**src/rtl/phz_pkg.sv**
```systemverilog
// shared types, constants and helpers for the point hazard zone classifier
`default_nettype none
package phz_pkg;

  localparam int MAX_LINES        = 8;
  localparam int MAX_CURVE_POINTS = 64;

  localparam int REQ_W     = 2;
  localparam int LINE_W    = $clog2(MAX_LINES);
  localparam int PIDX_W    = $clog2(MAX_CURVE_POINTS);
  localparam int LEN_W     = PIDX_W + 1;
  localparam int COORD_W   = 24;
  localparam int RAD_W     = 23;
  localparam int RAD2_W    = 2 * RAD_W;
  localparam int DIST_W    = 52;
  localparam int CLASS_W   = 3;
  localparam int CFG_IDX_W = 2;

  localparam int ADDR_W    = LINE_W + PIDX_W;
  localparam int DEPTH     = MAX_LINES * MAX_CURVE_POINTS;
  localparam int WORD_W    = 3 * COORD_W;

  // datapath widths
  localparam int OPND_W    = COORD_W + 2;       // coordinate difference plus negate headroom
  localparam int PROD_W    = 2 * OPND_W;
  localparam int SUM_W     = PROD_W + 2;
  localparam int SQ_W      = 51;                // squared distances, chord length, dot
  localparam int DOTX_W    = SQ_W + 5;          // room for 11 * len2
  localparam int HALF_W    = 25;
  localparam int CROSS_W   = 2 * HALF_W;        // magnitude of one cross component
  localparam int ACC_W     = 2 * CROSS_W + 2;
  localparam int QUO_W     = SQ_W;
  localparam int DCNT_W    = $clog2(QUO_W + 1);
  localparam int ZONE_W    = 4;

  // n / 10 as a multiply by reciprocal, exact for n up to 1028
  localparam int RECIP10    = 205;
  localparam int RECIP10_SH = 11;
  localparam int RECIP_W    = LEN_W + 8;

  localparam int QUEUE_DEPTH = 4;
  localparam int QPTR_W      = $clog2(QUEUE_DEPTH);

  localparam logic [REQ_W-1:0] REQ_LOAD     = 2'd0;
  localparam logic [REQ_W-1:0] REQ_CLASSIFY = 2'd1;
  localparam logic [REQ_W-1:0] REQ_CLEAR    = 2'd2;

  localparam logic [CFG_IDX_W-1:0] CFG_DANGER  = 2'd0;
  localparam logic [CFG_IDX_W-1:0] CFG_WARNING = 2'd1;
  localparam logic [CFG_IDX_W-1:0] CFG_END     = 2'd2;
  localparam logic [CFG_IDX_W-1:0] CFG_HEIGHT  = 2'd3;

  localparam logic [RAD_W-1:0] DANGER_RST  = 23'd768;
  localparam logic [RAD_W-1:0] WARNING_RST = 23'd2048;
  localparam logic [RAD_W-1:0] END_RST     = 23'd512;
  localparam logic [RAD_W-1:0] HEIGHT_RST  = 23'd1280;

  localparam logic [CLASS_W-1:0] CLS_END     = 3'd0;
  localparam logic [CLASS_W-1:0] CLS_DANGER  = 3'd1;
  localparam logic [CLASS_W-1:0] CLS_WARNING = 3'd2;
  localparam logic [CLASS_W-1:0] CLS_SAFE    = 3'd3;
  localparam logic [CLASS_W-1:0] CLS_OUTSIDE = 3'd4;

  typedef struct packed {
    logic [REQ_W-1:0]          req_type;
    logic [LINE_W-1:0]         line_index;
    logic [PIDX_W-1:0]         point_index;
    logic                      last_point;
    logic signed [COORD_W-1:0] coord_x;
    logic signed [COORD_W-1:0] coord_y;
    logic signed [COORD_W-1:0] coord_z;
  } req_t;

  typedef struct packed {
    logic [CLASS_W-1:0] point_class;
    logic [DIST_W-1:0]  min_axis_dist_sq;
  } res_t;

  typedef enum logic [1:0] {OP_LOAD, OP_CLASSIFY, OP_CLEAR} op_t;

  typedef struct packed {
    op_t                       op;
    logic [LINE_W-1:0]         line;
    logic [PIDX_W-1:0]         pidx;
    logic                      last;
    logic signed [COORD_W-1:0] x;
    logic signed [COORD_W-1:0] y;
    logic signed [COORD_W-1:0] z;
  } cmd_t;

  typedef struct packed {
    logic signed [OPND_W-1:0] a0;
    logic signed [OPND_W-1:0] b0;
    logic signed [OPND_W-1:0] a1;
    logic signed [OPND_W-1:0] b1;
    logic signed [OPND_W-1:0] a2;
    logic signed [OPND_W-1:0] b2;
  } mac_op_t;

  typedef struct packed {
    logic             start;
    logic [ACC_W-1:0] dividend;
    logic [QUO_W-1:0] divisor;
  } div_req_t;

  typedef enum logic [3:0] {
    S_IDLE, S_CABLE, S_FIRST, S_LAST, S_ZRD, S_ISSUE, S_WAIT, S_COLLECT,
    S_ENDCHK, S_DECIDE, S_DSTART, S_DIV, S_BEST, S_FIN
  } fsm_t;

  typedef enum logic [3:0] {
    ST_ZONE, ST_LEN, ST_V2, ST_DOT, ST_LASTD, ST_CX, ST_CY, ST_CZ,
    ST_HH, ST_HL, ST_LL
  } step_t;

  function automatic logic signed [OPND_W-1:0] sub_ext(
    logic signed [COORD_W-1:0] a, logic signed [COORD_W-1:0] b);
    logic signed [OPND_W-1:0] r;
    r = OPND_W'(a) - OPND_W'(b);
    return r;
  endfunction

  function automatic logic [ZONE_W-1:0] zone_of(logic [LEN_W-1:0] n);
    logic [RECIP_W-1:0] p;
    logic [RECIP_W-1:0] q;
    p = RECIP_W'(n) * RECIP_W'(RECIP10);
    q = p >> RECIP10_SH;
    if (q == '0) q = RECIP_W'(1);
    return q[ZONE_W-1:0];
  endfunction

endpackage
`default_nettype wire

```
**src/rtl/phz_front.sv**
```systemverilog
// front end: input register and request decode
`default_nettype none
module phz_front import phz_pkg::*; (
  input  logic clk,
  input  logic rst,
  input  logic req_valid,
  output logic req_stall,
  input  req_t req,
  output logic cmd_valid,
  input  logic cmd_full,
  output cmd_t cmd
);

  logic f_valid;
  cmd_t f_cmd;
  cmd_t dec;
  logic ok;
  logic take;

  always_comb begin
    dec.line = req.line_index;
    dec.pidx = req.point_index;
    dec.last = req.last_point;
    dec.x    = req.coord_x;
    dec.y    = req.coord_y;
    dec.z    = req.coord_z;
    case (req.req_type)
      REQ_LOAD: begin
        dec.op = OP_LOAD;
        // out of range loads are dropped here
        ok = ({1'b0, req.line_index} < (LINE_W+1)'(MAX_LINES)) &&
             ({1'b0, req.point_index} < (PIDX_W+1)'(MAX_CURVE_POINTS));
      end
      REQ_CLASSIFY: begin
        dec.op = OP_CLASSIFY;
        ok = 1'b1;
      end
      REQ_CLEAR: begin
        dec.op = OP_CLEAR;
        ok = 1'b1;
      end
      default: begin
        dec.op = OP_CLASSIFY;
        ok = 1'b0;
      end
    endcase
  end

  assign req_stall = f_valid & cmd_full;
  assign take      = req_valid & ~req_stall;

  always_ff @(posedge clk) begin
    if (rst) begin
      f_valid <= 1'b0;
    end else if (take) begin
      f_valid <= ok;
    end else if (f_valid && !cmd_full) begin
      f_valid <= 1'b0;
    end
    if (take) f_cmd <= dec;
  end

  assign cmd_valid = f_valid;
  assign cmd       = f_cmd;

endmodule
`default_nettype wire

```
**config.mk**
```make
export PLATFORM = sky130hd
export DESIGN_NAME = phz_front
export DESIGN_NICKNAME = d
export VERILOG_FILES = /design/src/rtl/phz_pkg.sv /design/src/rtl/phz_front.sv
export SDC_FILE = /design/constraint.sdc
export NUM_CORES = 1
export LEC_CHECK = 0
export ABC_AREA = 1
export BUFFER_PORTS_ARGS = -buffer_cell sky130_fd_sc_hd__buf_2
export CAP_MARGIN = 20
export CORE_AREA = 2 2 83 85
export CTS_CLUSTER_SIZE = 24
export DETAILED_ROUTE_END_ITERATION = 7
export DIE_AREA = 0 0 85 87
export PLACE_DENSITY = 0.77
export SYNTH_ARGS = -nofsm -noshare
export SYNTH_HDL_FRONTEND = slang
export SYNTH_SLANG_ARGS = --single-unit
```
**constraint.sdc**
```tcl
create_clock -name clk -period 4.08 [get_ports clk]
set_clock_uncertainty 0.15 [all_clocks]
set_input_delay 0.816 -clock clk [delete_from_list [all_inputs] [get_ports clk]]
set_output_delay 0.816 -clock clk [all_outputs]
set_load 0.01 [all_outputs]
```
# After elaboration in Yosys (flattened, before gate mapping)
# Index checks and enable logic that the tools add are counted.
[totals]
word_cells = 22
input_bits = 88
register_bits = 85
output_inout_bits = 86
[op_classes]
bitwise = 3
n_eq_ne = 2
reduce_logical = 5
n_mux = 4
[ops]
columns = ["operator", "count"]
rows = [
  ["2-bit case mux with 2 select lines", 1],
  ["1-bit two-way mux", 3],
  ["3-bit OR reduction", 1],
  ["1-bit bitwise AND", 2],
  ["2-bit by 1-bit == test with 1-bit output (second input constant)", 1],
  ["2-bit == test (second input constant)", 1],
  ["2-bit logical NOT", 1],
  ["2-bit nonzero test", 1],
  ["1-bit logical AND", 1],
  ["1-bit logical NOT", 1],
  ["1-bit inverter", 1],
]

# Longest topological paths before layout
[logic_depth]
depth_word = 4
depth_mapped = 3
depth_no_buf = 3

# Worst setup path after synthesis
# OpenSTA, ideal clock, no wires.
[synth_path]
path_kind = "input to register"
startpoint = "input cmd_full"
endpoint = "register f_cmd, in the netlist cmd[0] (enable)"
arrival_ns = 3.148
setup_time_ns = 0.460
path_stages = 3
n_path_buf = 0
required_ns = 3.470
path_slack_ns = 0.323
path_cell_list = "nand2_1 > inv_1 > nor2_2"
[synth_via]
elab_chain_len = 3
[synth_rtl]
columns = ["item", "line_no", "text"]
rows = [
  ["start, declared", "phz_front.sv:10", "input logic cmd_full,"],
  ["1-bit bitwise AND", "phz_front.sv:49", "assign req_stall = f_valid & cmd_full;"],
  ["named net req_stall", "phz_front.sv:7", "output logic req_stall,"],
  ["1-bit inverter", "phz_front.sv:50", "assign take = req_valid & ~req_stall;"],
  ["1-bit bitwise AND", "phz_front.sv:50", ""],
  ["named net take", "phz_front.sv:18", "logic take;"],
  ["end signal, assigned", "phz_front.sv:60", "if (take) f_cmd <= dec;"],
  ["end, declared", "phz_front.sv:15", "cmd_t f_cmd;"],
]
# The timed path passes the listed nets, and every way through them passes these cells.
# A chain may end at the register's enable or synchronous reset.

# Final worst setup path
[layout_path]
startpoint = "input cmd_full"
endpoint = "output req_stall"
[layout_via]
elab_chain_len = 1
[layout_rtl]
columns = ["item", "line_no"]
rows = [
  ["1-bit bitwise AND", "phz_front.sv:49"],
  ["end, declared", "phz_front.sv:7"],
]
# Every way passes these cells.

==> flow_metrics.py <==
metrics = {
    "status": {
        "status": "complete, no violations",
    },
    "critical_path": {
        "worstSetupStartpointType": "input pin",
        "reg2reg_to": "cmd[6]$_DFFE_PP_",
        "cp_num_buf_inv": 3,
        "cp.depth": 4,
        "crit_top_cell": "buf_2",
        "path_cells": "buf_2 -> nand2_1 -> inv_1 -> buf_2",
        "rr_worst_depth": 4,
        "worst_path_max_delay_cell": "buf_2",
        "worstPathMaxFanout": 2,
        "endpoint": "req_stall",
        "ff2ff_setup_slack_ns": 2.21,
        "crit_required_ns": 3.11,
        "r2r-start": "cmd_valid$_SDFFE_PP0P_",
        "worstSetupStartpoint": "cmd_full",
        "crit_family": "buffers and inverters",
        "crit_type": "in -> out",
        "critical_path.max_stage_delay_ns": 0.15,
        "cp.arrival_ns": 1.27,
        "critPathCaptureType": "output pin",
    },
    "yosys": {
        "synth.distinct_cells": 8,
        "netlist_area_um2": 2590,
        "synth-edff-count": 84,
        "synth_ff_type": "edfxtp_1",
        "ys_seq_area_share_pct": 98.3,
        "synth_top_area_share_pct": 97.5,
        "synthArstFlopShare_pct": 0,
        "synth_top_area_cell": "edfxtp_1",
        "ys_ff_latch": 85,
        "yosysMostFrequentCell": "edfxtp_1",
        "synth_common_cells": "84 x edfxtp_1, 3 x inv_1, 3 x nand2_1",
        "syn_area_per_cell_um2": 27.2,
        "yosys-top-cells-area": "edfxtp_1 97%, dfxtp_1 0.77%, inv_1 0.44%, nand2_1 0.44%, a21oi_2 0.34%",
        "syn-instance-count": 95,
        "yosysWarnings": 0,
        "syn_nets": 183,
    },
    "clock_network": {
        "cts_resized": 0,
        "cts_made_buffers": 9,
        "cts_setup_buffers": 0,
        "postCtsHoldBufs": 0,
        "htreeDepth": 3,
        "clkSlewWorstSetupHoldPaths_ns": 0.08,
        "cts.sinks": 85,
        "cts_tree": "done",
        "cts-root-buf": "clkbuf_8",
        "clk_path_buf_depth": 2,
        "clk_latency_ns": 0.34,
    },
    "timing": {
        "worst_slew_pin_slew_ns": 0.536,
        "post-route-min-period_ns": 2.24,
        "timing_hold_violations_final": 0,
        "slew_headroom_pct": 64.2,
        "drv_slew": 0,
        "fmax_ghz": 0.447,
        "rsz0062_at_grt": "false",
        "finalSetupTns_ns": 0,
        "setup_viol": 0,
        "finalCritPeriodShare_pct": 54.8,
    },
    "floorplan": {
        "initial_core_util_pct": 39.4,
        "die_area_um2": 7400,
        "die_w_um": 85,
        "die_h_um": 87,
        "rows": 30,
        "boundaryPins": 174,
        "core_um2": 6570,
    },
    "hold_path": {
        "hold_path.class": "reg -> reg",
        "min-delay-start": "cmd_valid$_SDFFE_PP0P_",
    },
    "place": {
        "gp_congestion": 0.703,
        "hpwlAfterDp_um": 4310,
        "dp_cells": 348,
        "numPortBuffers": 173,
    },
    "route": {
        "wl_per_cell_um": 15.7,
        "drc": 0,
        "drt_iter0_drc": 64,
        "antenna_left": 0,
        "drtPass1Iterations": 4,
        "vias": 1638,
        "viasPerCell": 4.49,
        "routed_wl_um": 5730,
    },
    "finish": {
        "layout-drive-gt1-share_pct": 67.3,
        "nFillCells": 498,
        "layout.cells.non_filler": 365,
        "area_growth_pct": 46.0,
        "fin_nets": 367,
    },
    "global_routing": {
        "antenna_found_initial": 1,
        "grt-ovfl-total": 0,
        "grt_max_degree": 67,
        "grt_pass1_wl_um": 7940,
        "grtUsageTotal_pct": 15.0,
        "grt_pass1_vias": 1684,
    },
    "power_and_ir_drop": {
        "peakVddDrop_mv": 0.286,
        "p_leak_uw": 0.00165,
        "p_per_area_nw_per_um2": 466,
    },
    "flow_run": {
        "max_cap_viol_count": 0,
    },
}
[report_power, final]
part / switching (uW) / internal [uW] / total (uW)
Clock: 296 / 288 / 585
Combinational: 79.7 / 64.6 / 144
Sequential: 12.0 / 1020 / 1030
Total: 388 / 1370 / 1760
[worst min-delay path by stage]
stage	endpoint	slack [ns]	cells after the start
3_5_place_dp	cmd_valid$_SDFFE_PP0P_	0.38	2
5_1_grt	cmd_valid$_SDFFE_PP0P_	0.43	2
3_3_place_gp	cmd_valid$_SDFFE_PP0P_	0.37	2
6_report	cmd_valid$_SDFFE_PP0P_	0.39	2
4_1_cts	cmd_valid$_SDFFE_PP0P_	0.40	2
2_1_floorplan	cmd_valid$_SDFFE_PP0P_	0.36	2
[area by class of cell]
type / instances / area (um2) / area share [%]
multi-input combinational: 6 / 35.0 / 0.927
antenna: 1 / 2.50 / 0.0662
timing repair buffer: 174 / 886 / 23.5
sequential: 85 / 2540 / 67.3
tap: 80 / 100 / 2.65
clock buffer: 10 / 128 / 3.38
clock inverter: 6 / 72.6 / 1.92
inverter: 3 / 11.3 / 0.298
[through the flow]
| stage | util (%) | instance area [um2] | total power [uW] | setup slack [ns] | hold WS, ns |
|---|---|---|---|---|---|
| 2_1_floorplan | - | 2590 | 1100 | 0.323 | 0.356 |
| 3_3_place_gp | 54.4 | 3570 | 1190 | 1.66 | 0.369 |
| 3_5_place_dp | 54.4 | 3570 | 1200 | 1.58 | 0.383 |
| 4_1_cts | 57.5 | 3770 | 1780 | 1.83 | 0.397 |
| 5_1_grt | 57.5 | 3770 | 1830 | 1.81 | 0.428 |
| 6_report | 57.5 | 3780 | 1760 | 1.84 | 0.390 |
[registers in the layout, indices dropped and copies added (netlist names)]
register,flops
cmd_valid,1
cmd,84
[worst reg2reg max path, stage by stage (launching register included)]
cell     delay (ns)
dfxtp_1        0.32
nand2_1        0.11
inv_1          0.10
nor2_4         0.43
buf_12         0.37
[per-layer routing]
metal / track usage, % / share of wire [%] / wire length, um / vias to the layer above
met5: 0 / 0 / 0 / -
met4: 8.51 / 2.0 / 116 / 0
met3: 9.38 / 13 / 761 / 13
met2: 25.1 / 52 / 2950 / 109
met1: 14.1 / 33 / 1890 / 774
li1: - / - / - / 742
[cell families after synthesis]
logic type	count (synthesis)	synth area share, %
simple gates	5	0.822
flops	85	98.3
buf+inv	4	0.580
compound gates	1	0.339
[cells in the final DEF, fill, tap and decap left out, drive strengths merged]
master | netlist | routed
buf | 0 | 174
edfxtp | 84 | 84
clkbuf | 1 | 10
inv | 3 | 4
nand2 | 3 | 3
clkinv | 0 | 3
nor2 | 2 | 2
diode | 0 | 1
a21oi | 1 | 1
clkinvlp | 0 | 1
bufinv | 0 | 1
dfxtp | 1 | 1
Note: power is estimated with default switching activity, not from simulation.
