[src/rtl/phz_pkg.sv]
// shared types, constants and helpers for the point hazard zone classifier
`default_nettype none
package phz_pkg;

  localparam int MAX_LINES        = 8;
  localparam int MAX_CURVE_POINTS = 64;

  localparam int REQ_W     = 2;
  localparam int LINE_W    = $clog2(MAX_LINES);
  localparam int PIDX_W    = $clog2(MAX_CURVE_POINTS);
  localparam int LEN_W     = PIDX_W + 1;
  localparam int COORD_W   = 24;
  localparam int RAD_W     = 23;
  localparam int RAD2_W    = 2 * RAD_W;
  localparam int DIST_W    = 52;
  localparam int CLASS_W   = 3;
  localparam int CFG_IDX_W = 2;

  localparam int ADDR_W    = LINE_W + PIDX_W;
  localparam int DEPTH     = MAX_LINES * MAX_CURVE_POINTS;
  localparam int WORD_W    = 3 * COORD_W;

  // datapath widths
  localparam int OPND_W    = COORD_W + 2;       // coordinate difference plus negate headroom
  localparam int PROD_W    = 2 * OPND_W;
  localparam int SUM_W     = PROD_W + 2;
  localparam int SQ_W      = 51;                // squared distances, chord length, dot
  localparam int DOTX_W    = SQ_W + 5;          // room for 11 * len2
  localparam int HALF_W    = 25;
  localparam int CROSS_W   = 2 * HALF_W;        // magnitude of one cross component
  localparam int ACC_W     = 2 * CROSS_W + 2;
  localparam int QUO_W     = SQ_W;
  localparam int DCNT_W    = $clog2(QUO_W + 1);
  localparam int ZONE_W    = 4;

  // n / 10 as a multiply by reciprocal, exact for n up to 1028
  localparam int RECIP10    = 205;
  localparam int RECIP10_SH = 11;
  localparam int RECIP_W    = LEN_W + 8;

  localparam int QUEUE_DEPTH = 4;
  localparam int QPTR_W      = $clog2(QUEUE_DEPTH);

  localparam logic [REQ_W-1:0] REQ_LOAD     = 2'd0;
  localparam logic [REQ_W-1:0] REQ_CLASSIFY = 2'd1;
  localparam logic [REQ_W-1:0] REQ_CLEAR    = 2'd2;

  localparam logic [CFG_IDX_W-1:0] CFG_DANGER  = 2'd0;
  localparam logic [CFG_IDX_W-1:0] CFG_WARNING = 2'd1;
  localparam logic [CFG_IDX_W-1:0] CFG_END     = 2'd2;
  localparam logic [CFG_IDX_W-1:0] CFG_HEIGHT  = 2'd3;

  localparam logic [RAD_W-1:0] DANGER_RST  = 23'd768;
  localparam logic [RAD_W-1:0] WARNING_RST = 23'd2048;
  localparam logic [RAD_W-1:0] END_RST     = 23'd512;
  localparam logic [RAD_W-1:0] HEIGHT_RST  = 23'd1280;

  localparam logic [CLASS_W-1:0] CLS_END     = 3'd0;
  localparam logic [CLASS_W-1:0] CLS_DANGER  = 3'd1;
  localparam logic [CLASS_W-1:0] CLS_WARNING = 3'd2;
  localparam logic [CLASS_W-1:0] CLS_SAFE    = 3'd3;
  localparam logic [CLASS_W-1:0] CLS_OUTSIDE = 3'd4;

  typedef struct packed {
    logic [REQ_W-1:0]          req_type;
    logic [LINE_W-1:0]         line_index;
    logic [PIDX_W-1:0]         point_index;
    logic                      last_point;
    logic signed [COORD_W-1:0] coord_x;
    logic signed [COORD_W-1:0] coord_y;
    logic signed [COORD_W-1:0] coord_z;
  } req_t;

  typedef struct packed {
    logic [CLASS_W-1:0] point_class;
    logic [DIST_W-1:0]  min_axis_dist_sq;
  } res_t;

  typedef enum logic [1:0] {OP_LOAD, OP_CLASSIFY, OP_CLEAR} op_t;

  typedef struct packed {
    op_t                       op;
    logic [LINE_W-1:0]         line;
    logic [PIDX_W-1:0]         pidx;
    logic                      last;
    logic signed [COORD_W-1:0] x;
    logic signed [COORD_W-1:0] y;
    logic signed [COORD_W-1:0] z;
  } cmd_t;

  typedef struct packed {
    logic signed [OPND_W-1:0] a0;
    logic signed [OPND_W-1:0] b0;
    logic signed [OPND_W-1:0] a1;
    logic signed [OPND_W-1:0] b1;
    logic signed [OPND_W-1:0] a2;
    logic signed [OPND_W-1:0] b2;
  } mac_op_t;

  typedef struct packed {
    logic             start;
    logic [ACC_W-1:0] dividend;
    logic [QUO_W-1:0] divisor;
  } div_req_t;

  typedef enum logic [3:0] {
    S_IDLE, S_CABLE, S_FIRST, S_LAST, S_ZRD, S_ISSUE, S_WAIT, S_COLLECT,
    S_ENDCHK, S_DECIDE, S_DSTART, S_DIV, S_BEST, S_FIN
  } fsm_t;

  typedef enum logic [3:0] {
    ST_ZONE, ST_LEN, ST_V2, ST_DOT, ST_LASTD, ST_CX, ST_CY, ST_CZ,
    ST_HH, ST_HL, ST_LL
  } step_t;

  function automatic logic signed [OPND_W-1:0] sub_ext(
    logic signed [COORD_W-1:0] a, logic signed [COORD_W-1:0] b);
    logic signed [OPND_W-1:0] r;
    r = OPND_W'(a) - OPND_W'(b);
    return r;
  endfunction

  function automatic logic [ZONE_W-1:0] zone_of(logic [LEN_W-1:0] n);
    logic [RECIP_W-1:0] p;
    logic [RECIP_W-1:0] q;
    p = RECIP_W'(n) * RECIP_W'(RECIP10);
    q = p >> RECIP10_SH;
    if (q == '0) q = RECIP_W'(1);
    return q[ZONE_W-1:0];
  endfunction

endpackage
`default_nettype wire

[src/rtl/phz_queue.sv]
// small command queue between front end and sequencer
`default_nettype none
module phz_queue import phz_pkg::*; (
  input  logic clk,
  input  logic rst,
  input  logic push_valid,
  output logic full,
  input  cmd_t push_cmd,
  input  logic pop,
  output logic pop_valid,
  output cmd_t pop_cmd
);

  cmd_t              entries [QUEUE_DEPTH];
  logic [QPTR_W-1:0] wr_ptr;
  logic [QPTR_W-1:0] rd_ptr;
  logic [QPTR_W:0]   count;
  logic              push;
  logic              do_pop;

  assign full      = (count == (QPTR_W+1)'(QUEUE_DEPTH));
  assign pop_valid = (count != '0);
  assign push      = push_valid & ~full;
  assign do_pop    = pop & pop_valid;
  assign pop_cmd   = entries[rd_ptr];

  always_ff @(posedge clk) begin
    if (rst) begin
      wr_ptr <= '0;
      rd_ptr <= '0;
      count  <= '0;
    end else begin
      if (push) wr_ptr <= wr_ptr + 1'b1;
      if (do_pop) rd_ptr <= rd_ptr + 1'b1;
      case ({push, do_pop})
        2'b10:   count <= count + 1'b1;
        2'b01:   count <= count - 1'b1;
        default: count <= count;
      endcase
    end
    if (push) entries[wr_ptr] <= push_cmd;
  end

endmodule
`default_nettype wire

[config.mk]
export PLATFORM = sky130hd
export DESIGN_NAME = phz_queue
export DESIGN_NICKNAME = d
export VERILOG_FILES = /design/src/rtl/phz_pkg.sv /design/src/rtl/phz_queue.sv
export SDC_FILE = /design/constraint.sdc
export NUM_CORES = 1
export LEC_CHECK = 0
export ABC_AREA = 1
export BUFFER_PORTS_ARGS = -buffer_cell sky130_fd_sc_hd__buf_2
export CAP_MARGIN = 30
export CORE_MARGIN = 2
export CORE_UTILIZATION = 50
export DETAILED_ROUTE_END_ITERATION = 10
export PLACE_DENSITY_LB_ADDON = 0.15
export SYNTH_ARGS = -nofsm -noshare
export SYNTH_HDL_FRONTEND = slang
export SYNTH_SLANG_ARGS = --single-unit
export TNS_END_PERCENT = 5
[constraint.sdc]
create_clock -name clk -period 13.17 [get_ports clk]
set_input_delay 2.634 -clock clk [delete_from_list [all_inputs] [get_ports clk]]
set_output_delay 2.634 -clock clk [all_outputs]
set_load 0.05 [all_outputs]
After elaboration in Yosys (flattened, before gate mapping)

Memory sizes are Yosys's and may differ from the RTL's. A register that Yosys moved wholly into a read port is not among the register bits.
Index checks and enable logic that the tools add are counted.

Bits in registers: 7
Bits in writable memories: 336
Input port bits: 88
Word-level logic and storage cells: 21
Memories: 1

Add/subtract/negate cells: 4
Equality and inequality tests: 3
Muxes and demuxes: 5
Bitwise gates (word level): 3
Reductions and logical operators: 2

Memory list:

| memory  | depth | bits a word | read ports | clocked after Yosys merged registers in | write ports | line            | RTL |
|---|---|---|---|---|---|---|---|
| entries | 4     | 84          | 1          | 1                                       | 1           | phz_queue.sv:14 | `cmd_t entries [QUEUE_DEPTH];` |

Operators with widths:

| kind                                             | number |
|---|---|
| one-hot mux 3 bit (2 select lines)               | 1 |
| adder 2 x 1 -> 2 bit, second input constant      | 2 |
| 2-to-1 mux 2 bit                                 | 2 |
| adder 3 x 1 -> 3 bit, second input constant      | 1 |
| == test 3 bit, second input constant             | 1 |
| nonzero test 3 bit                               | 1 |
| subtractor 3 x 1 -> 3 bit, second input constant | 1 |
| bitwise AND 1 bit                                | 2 |
| == test 2 x 1 -> 1 bit, second input constant    | 1 |
| == test 2 bit, second input constant             | 1 |
| 2-to-1 mux 1 bit                                 | 2 |
| nonzero test 2 bit                               | 1 |
| inverter 1 bit                                   | 1 |

Depth between registers and ports, before layout

Gate-level depths: netlist of run 1.

Depth after elaboration: 5
Gate-level depth with buffers: 13

Worst setup path before layout of run 1

Ideal clock, no wire load.

Kind: input -> register
From: input port push_valid
To: memory entries[0][0] (netlist name), enable pin
Arrival: 6.285 ns
Data required time: 12.643 ns
Setup slack: 6.358 ns
Stages: 2
Buffers on the path: 0
Path through: nand2_1 nor2_1

Cells in the longest elaborated chain, start to end: 3

RTL lines:

| element                                | line            | RTL |
|---|---|---|
| start: declaration                     | phz_queue.sv:6  | `input logic push_valid,` |
| bitwise AND 1 bit                      | phz_queue.sv:23 | `assign push = push_valid & ~full;` |
| 2-to-1 mux 1 bit                       | phz_queue.sv:41 | `if (push) entries[wr_ptr] <= push_cmd;` |
| 2-to-1 mux 1 bit (implied by the code) | phz_queue.sv:41 |  |
| end: declaration                       | phz_queue.sv:14 |  |

No other way between the ends.

==> impl_metrics.toml, run 1 <==
[run_status]
status = "completed"

[synth]
syn_inst = 881
yosysTopAreaCell = "edfxtp_1"
synthesis.area_mm2 = 0.0136
syn_avg_cell_area_um2 = 15.4
ys.flop_type = "edfxtp_1"
synth_edf_count = 336
yosysMostFrequentCell = "edfxtp_1"
synth_seq_cells = 345
synth_top_area_share_pct = 74.4
synth_cell_types = 21
synth_commonest_cells = "edfxtp_1 (336), nor2_1 (138), o21ai_0 (134)"
synthTopCellsByArea = "edfxtp_1 (74%), o21ai_0 (4.9%), nor2_1 (3.8%)"
synth_nets = 975
synth_sequential_area_ratio_pct = 75.7
yosysWarnings = 0
synth-async-reset-ratio_pct = 0

[final_layout]
design_area_mm2 = 0.0158
layout.nets = 1147
area_growth_syn_to_layout_pct = 16.7
fin_cells = 1421
drive_gt1_share_pct = 31.4

[worst_setup_path]
reg2reg_depth = 6
crit_path_frequent_cell = "buf_4"
start_kind = "flip-flop"
critPathBufInv = 3
rrSetupSlack_ns = 10.46
worst_r2r_endpoint = "entries[2][4]"
r2r_start = "count[1]"
cp_top_family = "buffers and inverters"
cp_cell_sequence = "buf_4 > buf_4 > o21ai_0 > o22ai_1 > buf_2"
end_kind = "primary output"
worstSetupPathType = "flip-flop to primary output"
critPathMaxStageDelay_ns = 0.72
crit_slowest_cell = "buf_4"
critPathMaxFanout = 95
cp.arrival_ns = 3.19
required_ns = 10.54

[sta]
clock_skew_ns = 0.0134
tns_ns = 0
finalSetupViolCount = 0
finalHoldViolCount = 0
min_period_ns = 5.82
slew_headroom_pct = 36.3
worstMarginPinSlew_ns = 0.955
rsz0062_at_grt = "no"
fmax_ghz = 0.172
finalCritPeriodShare_pct = 44.2
final_max_slew_viol_count = 0

[pwr]
p_leak_uw = 0.00547
powerDensity_mw_per_mm2 = 215
ir_worst_vdd_mv = 0.150

[grt]
grt.total_usage_pct = 18.5
grt_overflow = 0
grt_max_degree = 119
antenna_found_initial = 4
grt_pass1_wl_um = 40600
grt_pass1_vias = 7505

[die]
dieArea_mm2 = 0.0284
ioPinCount = 174
fp.dieW_um = 169
rows = 60
start_util_pct = 50.6
die_height_um = 169
coreArea_mm2 = 0.0268

[detailed_routing]
wl_per_cell_um = 18.5
num_vias = 7668
ant_nets = 0
drt-pass1-iter-count = 5
vias_per_cell = 5.40
wl_um = 26400
drc_errors = 0
drt_iter0_drc = 488

[clocking]
worst_setup_hold_path_clk_slew_ns = 0.06
clockBufferDepth = 3
ctsResizeCount = 0
cts_tree = "yes"
clock_sinks = 345
cts_hold_buf = 0
h-tree-depth = 2
cts_setup_buffers = 0
clockRootBuffer = "clkbuf_16"
clkLatencyLatePin_ns = 0.50
cts_buffers = 36

[placement]
place_inst = 1355
dp_hpwl_um = 14100
placed_cell_area_mm2 = 0.0146
gp_congestion = 0.752
port_buffers = 173

[min_path]
holdCritPathClass = "flip-flop to flip-flop"
min_to = "wr_ptr[1]"
hold_start = "wr_ptr[1]"
holdPathStages = 2

[job]
maxCapViolations = 0
[cell families after synthesis]
group	after synthesis	share of synthesized area, %
DFF	345	75.7
and+or+nand+nor	198	7.74
adders and majority gates	6	0.609
AOI/OAI and AO/OA	259	12.6
buffers and inverters	73	3.28
[cell usage in the layout (no fill, tap or decap), types with 2 or more instances in the layout]
master,n
edfxtp_1,336
ha_1,5
nor2_1,134
clkinvlp_4,2
o21ai_1,20
nand2_1,15
a21oi_1,5
o22ai_2,40
nor2_4,44
clkinv_1,10
o21ai_2,16
dfxtp_1,7
diode_2,3
clkbuf_1,6
buf_4,13
bufinv_16,4
buf_2,173
nand3_1,5
o22ai_1,44
inv_1,17
clkbuf_16,37
buf_16,2
o21ai_0,134
[power breakdown]
part           leakage (µW)  switching (µW)  internal [µW]  total, µW
Clock              0.000551             385            595        980
Combinational       0.00176             851            244       1100
Sequential          0.00316            21.7           1300       1330
[worst register-to-register path, cell delays in order (launching register included)]
cell and delay [ns]:
dfxtp_1 0.34, nor2_1 0.07, nand2_1 0.14, nand2_1 0.32, nor2_4 0.68, buf_4 0.52, buf_16 0.30
[metrics by stage]
| stage | hold slack (ns) | power (µW) | util [%] | setup WS (ns) |
|---|---|---|---|---|
| 2_1_floorplan | 0.459 | 2230 | - | 6.36 |
| 3_3_place_gp | 0.478 | 2440 | 54.5 | 7.90 |
| 3_5_place_dp | 0.500 | 2450 | 54.6 | 7.88 |
| 4_1_cts | 0.509 | 3430 | 58.9 | 7.34 |
| 5_1_grt | 0.536 | 3540 | 59.1 | 7.10 |
| 6_report | 0.509 | 3400 | 59.1 | 7.35 |
[flip-flops by register name, indices dropped and copies added, names as in the netlist, named ones only]
register  flops
count         3
entries     336
rd_ptr        2
wr_ptr        2
[layout make-up]
class / count / area, µm²
inverter: 19 / 78.8
fill: 2106 / 11000
antenna: 3 / 7.51
timing repair buffer: 188 / 1020
tap: 341 / 427
multi-input combinational: 463 / 2870
clock inverter: 18 / 186
clock buffer: 44 / 962
sequential: 345 / 10300
[layer usage]
layer  up-vias  GRT usage [%]  wire [µm]
met3        48           4.77       1780
met5         -              0         12
li1       3661              -          -
met1      3735           24.6      11300
met4         2           6.26        731
met2       222           30.0      12600
[worst max-delay path by stage]
| stage | from | depth (start not counted) | to |
|---|---|---|---|
| floorplan | push_valid | 2 | entries[0][0] |
| global placement | flip-flop | 5 | pop_cmd[29] |
| detailed placement | flip-flop | 5 | pop_cmd[24] |
| CTS | flip-flop | 5 | pop_cmd[24] |
| global route | flip-flop | 5 | pop_cmd[29] |
| finish | flip-flop | 5 | pop_cmd[29] |
Power figures use the tool's default switching activity.
==> inputs of run 2 (changes only) <==
==> constraint.sdc (replaced) <==
create_clock -name clk -period 5.3 [get_ports clk]
set_input_delay 1.06 -clock clk [delete_from_list [all_inputs] [get_ports clk]]
set_output_delay 1.06 -clock clk [all_outputs]
set_load 0.05 [all_outputs]
==> run 2 against run 1 <==
Against the previous run: final cell count down 0.14%; highest routed layer unchanged; cell area down 0.57%; worst hold slack worse by 0.024 ns; count of clock-buffer cells in the layout up 9; critical endpoint is now pop_cmd[34]; register-to-register slack worse by 7.7 ns; non-clock buffer count unchanged; combinational power up 140%; total power up 140%.
==> impl_metrics.toml, run 2 (synthesis results as in run 1) <==
[die]
rows = 60
ioPinCount = 174
fp.dieW_um = 169
start_util_pct = 50.6
dieArea_mm2 = 0.0284
die_height_um = 169
coreArea_mm2 = 0.0268

[final_layout]
drive_gt1_share_pct = 31.0
regMostFlops = "entries"
layout_commonest_cell = "edfxtp_1"
largest_reg_flops = 336
fillCellCount = 2143
area_growth_syn_to_layout_pct = 16.1
fin_cells = 1419
ff_latch_area_mm2 = 0.0103
multi_input_area_mm2 = 0.00287
final_core_util_pct = 58.7
mostFrequentLayoutCells = "edfxtp_1 (336), buf_2 (173), nor2_1 (134), o21ai_0 (134)"
layout.nets = 1147
largest_registers = "entries x336, count x3"

[sta]
final_max_slew_viol_count = 0
fmax_ghz = 0.246
tns_ns = 0
finalSetupViolCount = 0
min_period_ns = 4.07
holdWs_ns = 0.484
slew_headroom_pct = 36.0
finalHoldViolCount = 0
worstMarginPinSlew_ns = 0.958
rsz0062_at_grt = "no"
finalCritPeriodShare_pct = 76.8
clock_skew_ns = 0.0116

[job]
maxCapViolations = 0

[detailed_routing]
ant_nets = 0
num_vias = 7599
drc_errors = 0
vias_per_cell = 5.36
drt-pass1-iter-count = 4
wl_per_cell_um = 18.9
drt_iter0_drc = 399
wl_um = 26900

[worst_setup_path]
required_ns = 4.24
critPathMaxFanout = 92
critPathBufInv = 2
cp.arrival_ns = 3.01
rrSetupSlack_ns = 2.74
cp_cell_sequence = "buf_4 > o21ai_0 > o22ai_1 > buf_2"
end_kind = "primary output"
worstSetupPathType = "flip-flop to primary output"
critPathMaxStageDelay_ns = 0.86
start_kind = "flip-flop"
cp_top_family = "buffers and inverters"
crit_slowest_cell = "dfxtp_4"

[pwr]
pwr-share-seq_pct = 40.6
ir_worst_vdd_mv = 0.309
power.switching_uw = 3100
p_leak_uw = 0.00542
clock_power_share_pct = 26.8
intPower_uw = 5150
powerDensity_mw_per_mm2 = 524
swShare_pct = 37.6
combPwrFrac_pct = 32.6

[clocking]
clock_sinks = 345
h-tree-depth = 2
cts_tree = "yes"
clkLatencyLatePin_ns = 0.50
cts_buffers = 36
worst_setup_hold_path_clk_slew_ns = 0.06
cts_hold_buf = 0
clockBufferDepth = 3
ctsResizeCount = 0
clockRootBuffer = "clkbuf_16"
cts_setup_buffers = 0

[run_status]
status = "completed"

[placement]
port_buffers = 173
place_inst = 1356
gp_congestion = 0.727
dp_hpwl_um = 15000

[grt]
grt_max_degree = 105
antenna_found_initial = 6
grt.total_usage_pct = 18.8
grt_pass1_wl_um = 41100
grt_pass1_vias = 7503
grt_overflow = 0

[min_path]
holdCritPathClass = "flip-flop to flip-flop"
==> run 2: changes by cell type in the layout (fill, tap and decap cells not counted), sizes merged <==
cell,delta
diode,+2
bufinv,-4
clkinv,-7
clkbuf,+9
clkinvlp,-2
==> run 2: power groups by stage <==
stage          sequential, µW  combinational (µW)  clock, µW
5_1_grt                  3370                2870       2370
3_5_place_dp             3410                2720          0
2_1_floorplan            3370                2170          0
6_report                 3350                2690       2220
4_1_cts                  3350                2730       2270
3_3_place_gp             3400                2690          0
==> run 2: final cells by class <==
| class | instances | area share, % |
|---|---|---|
| repair buffers | 188 | 6.69 |
| clock inverters | 5 | 0.143 |
| diodes | 5 | 0.0795 |
| well taps | 341 | 2.71 |
| inverters | 19 | 0.501 |
| multi-input cells | 463 | 18.3 |
| flip-flops and latches | 345 | 65.3 |
| clock buffers | 53 | 6.33 |
==> run 2: final timing paths <==
kind         startpoint        endpoint  depth (start not counted)
max           flip-flop     pop_cmd[34]                          4
min           rd_ptr[1]       flip-flop                          2
max reg2reg    count[1]  entries[3][69]                          5
min reg2reg   rd_ptr[1]       flip-flop                          2
==> run 2: per-stage QoR <==
step | area [µm²] | setup slack [ns] | total power, µW
2_1_floorplan | 13600 | 0.0617 | 5540
3_3_place_gp | 14700 | 1.71 | 6090
3_5_place_dp | 14700 | 1.69 | 6130
4_1_cts | 15700 | 1.15 | 8340
5_1_grt | 15700 | 0.978 | 8610
6_report | 15700 | 1.23 | 8250
==> run 2: routing by layer <==
metal,global-route usage [%],vias to the layer above,part of all wire [%]
met5,0,-,0.048
met4,5.28,2,2.0
met3,4.42,41,5.5
met2,32.1,166,50
met1,24.4,3737,43
li1,-,3653,-
==> run 2: worst reg2reg max path, cell delays in order (launching register included) <==
cell and delay, ns:
dfxtp_1 0.36, nor2_1 0.08, nand2_1 0.12, nand2_1 0.30
nor2_4 0.72, buf_4 0.61
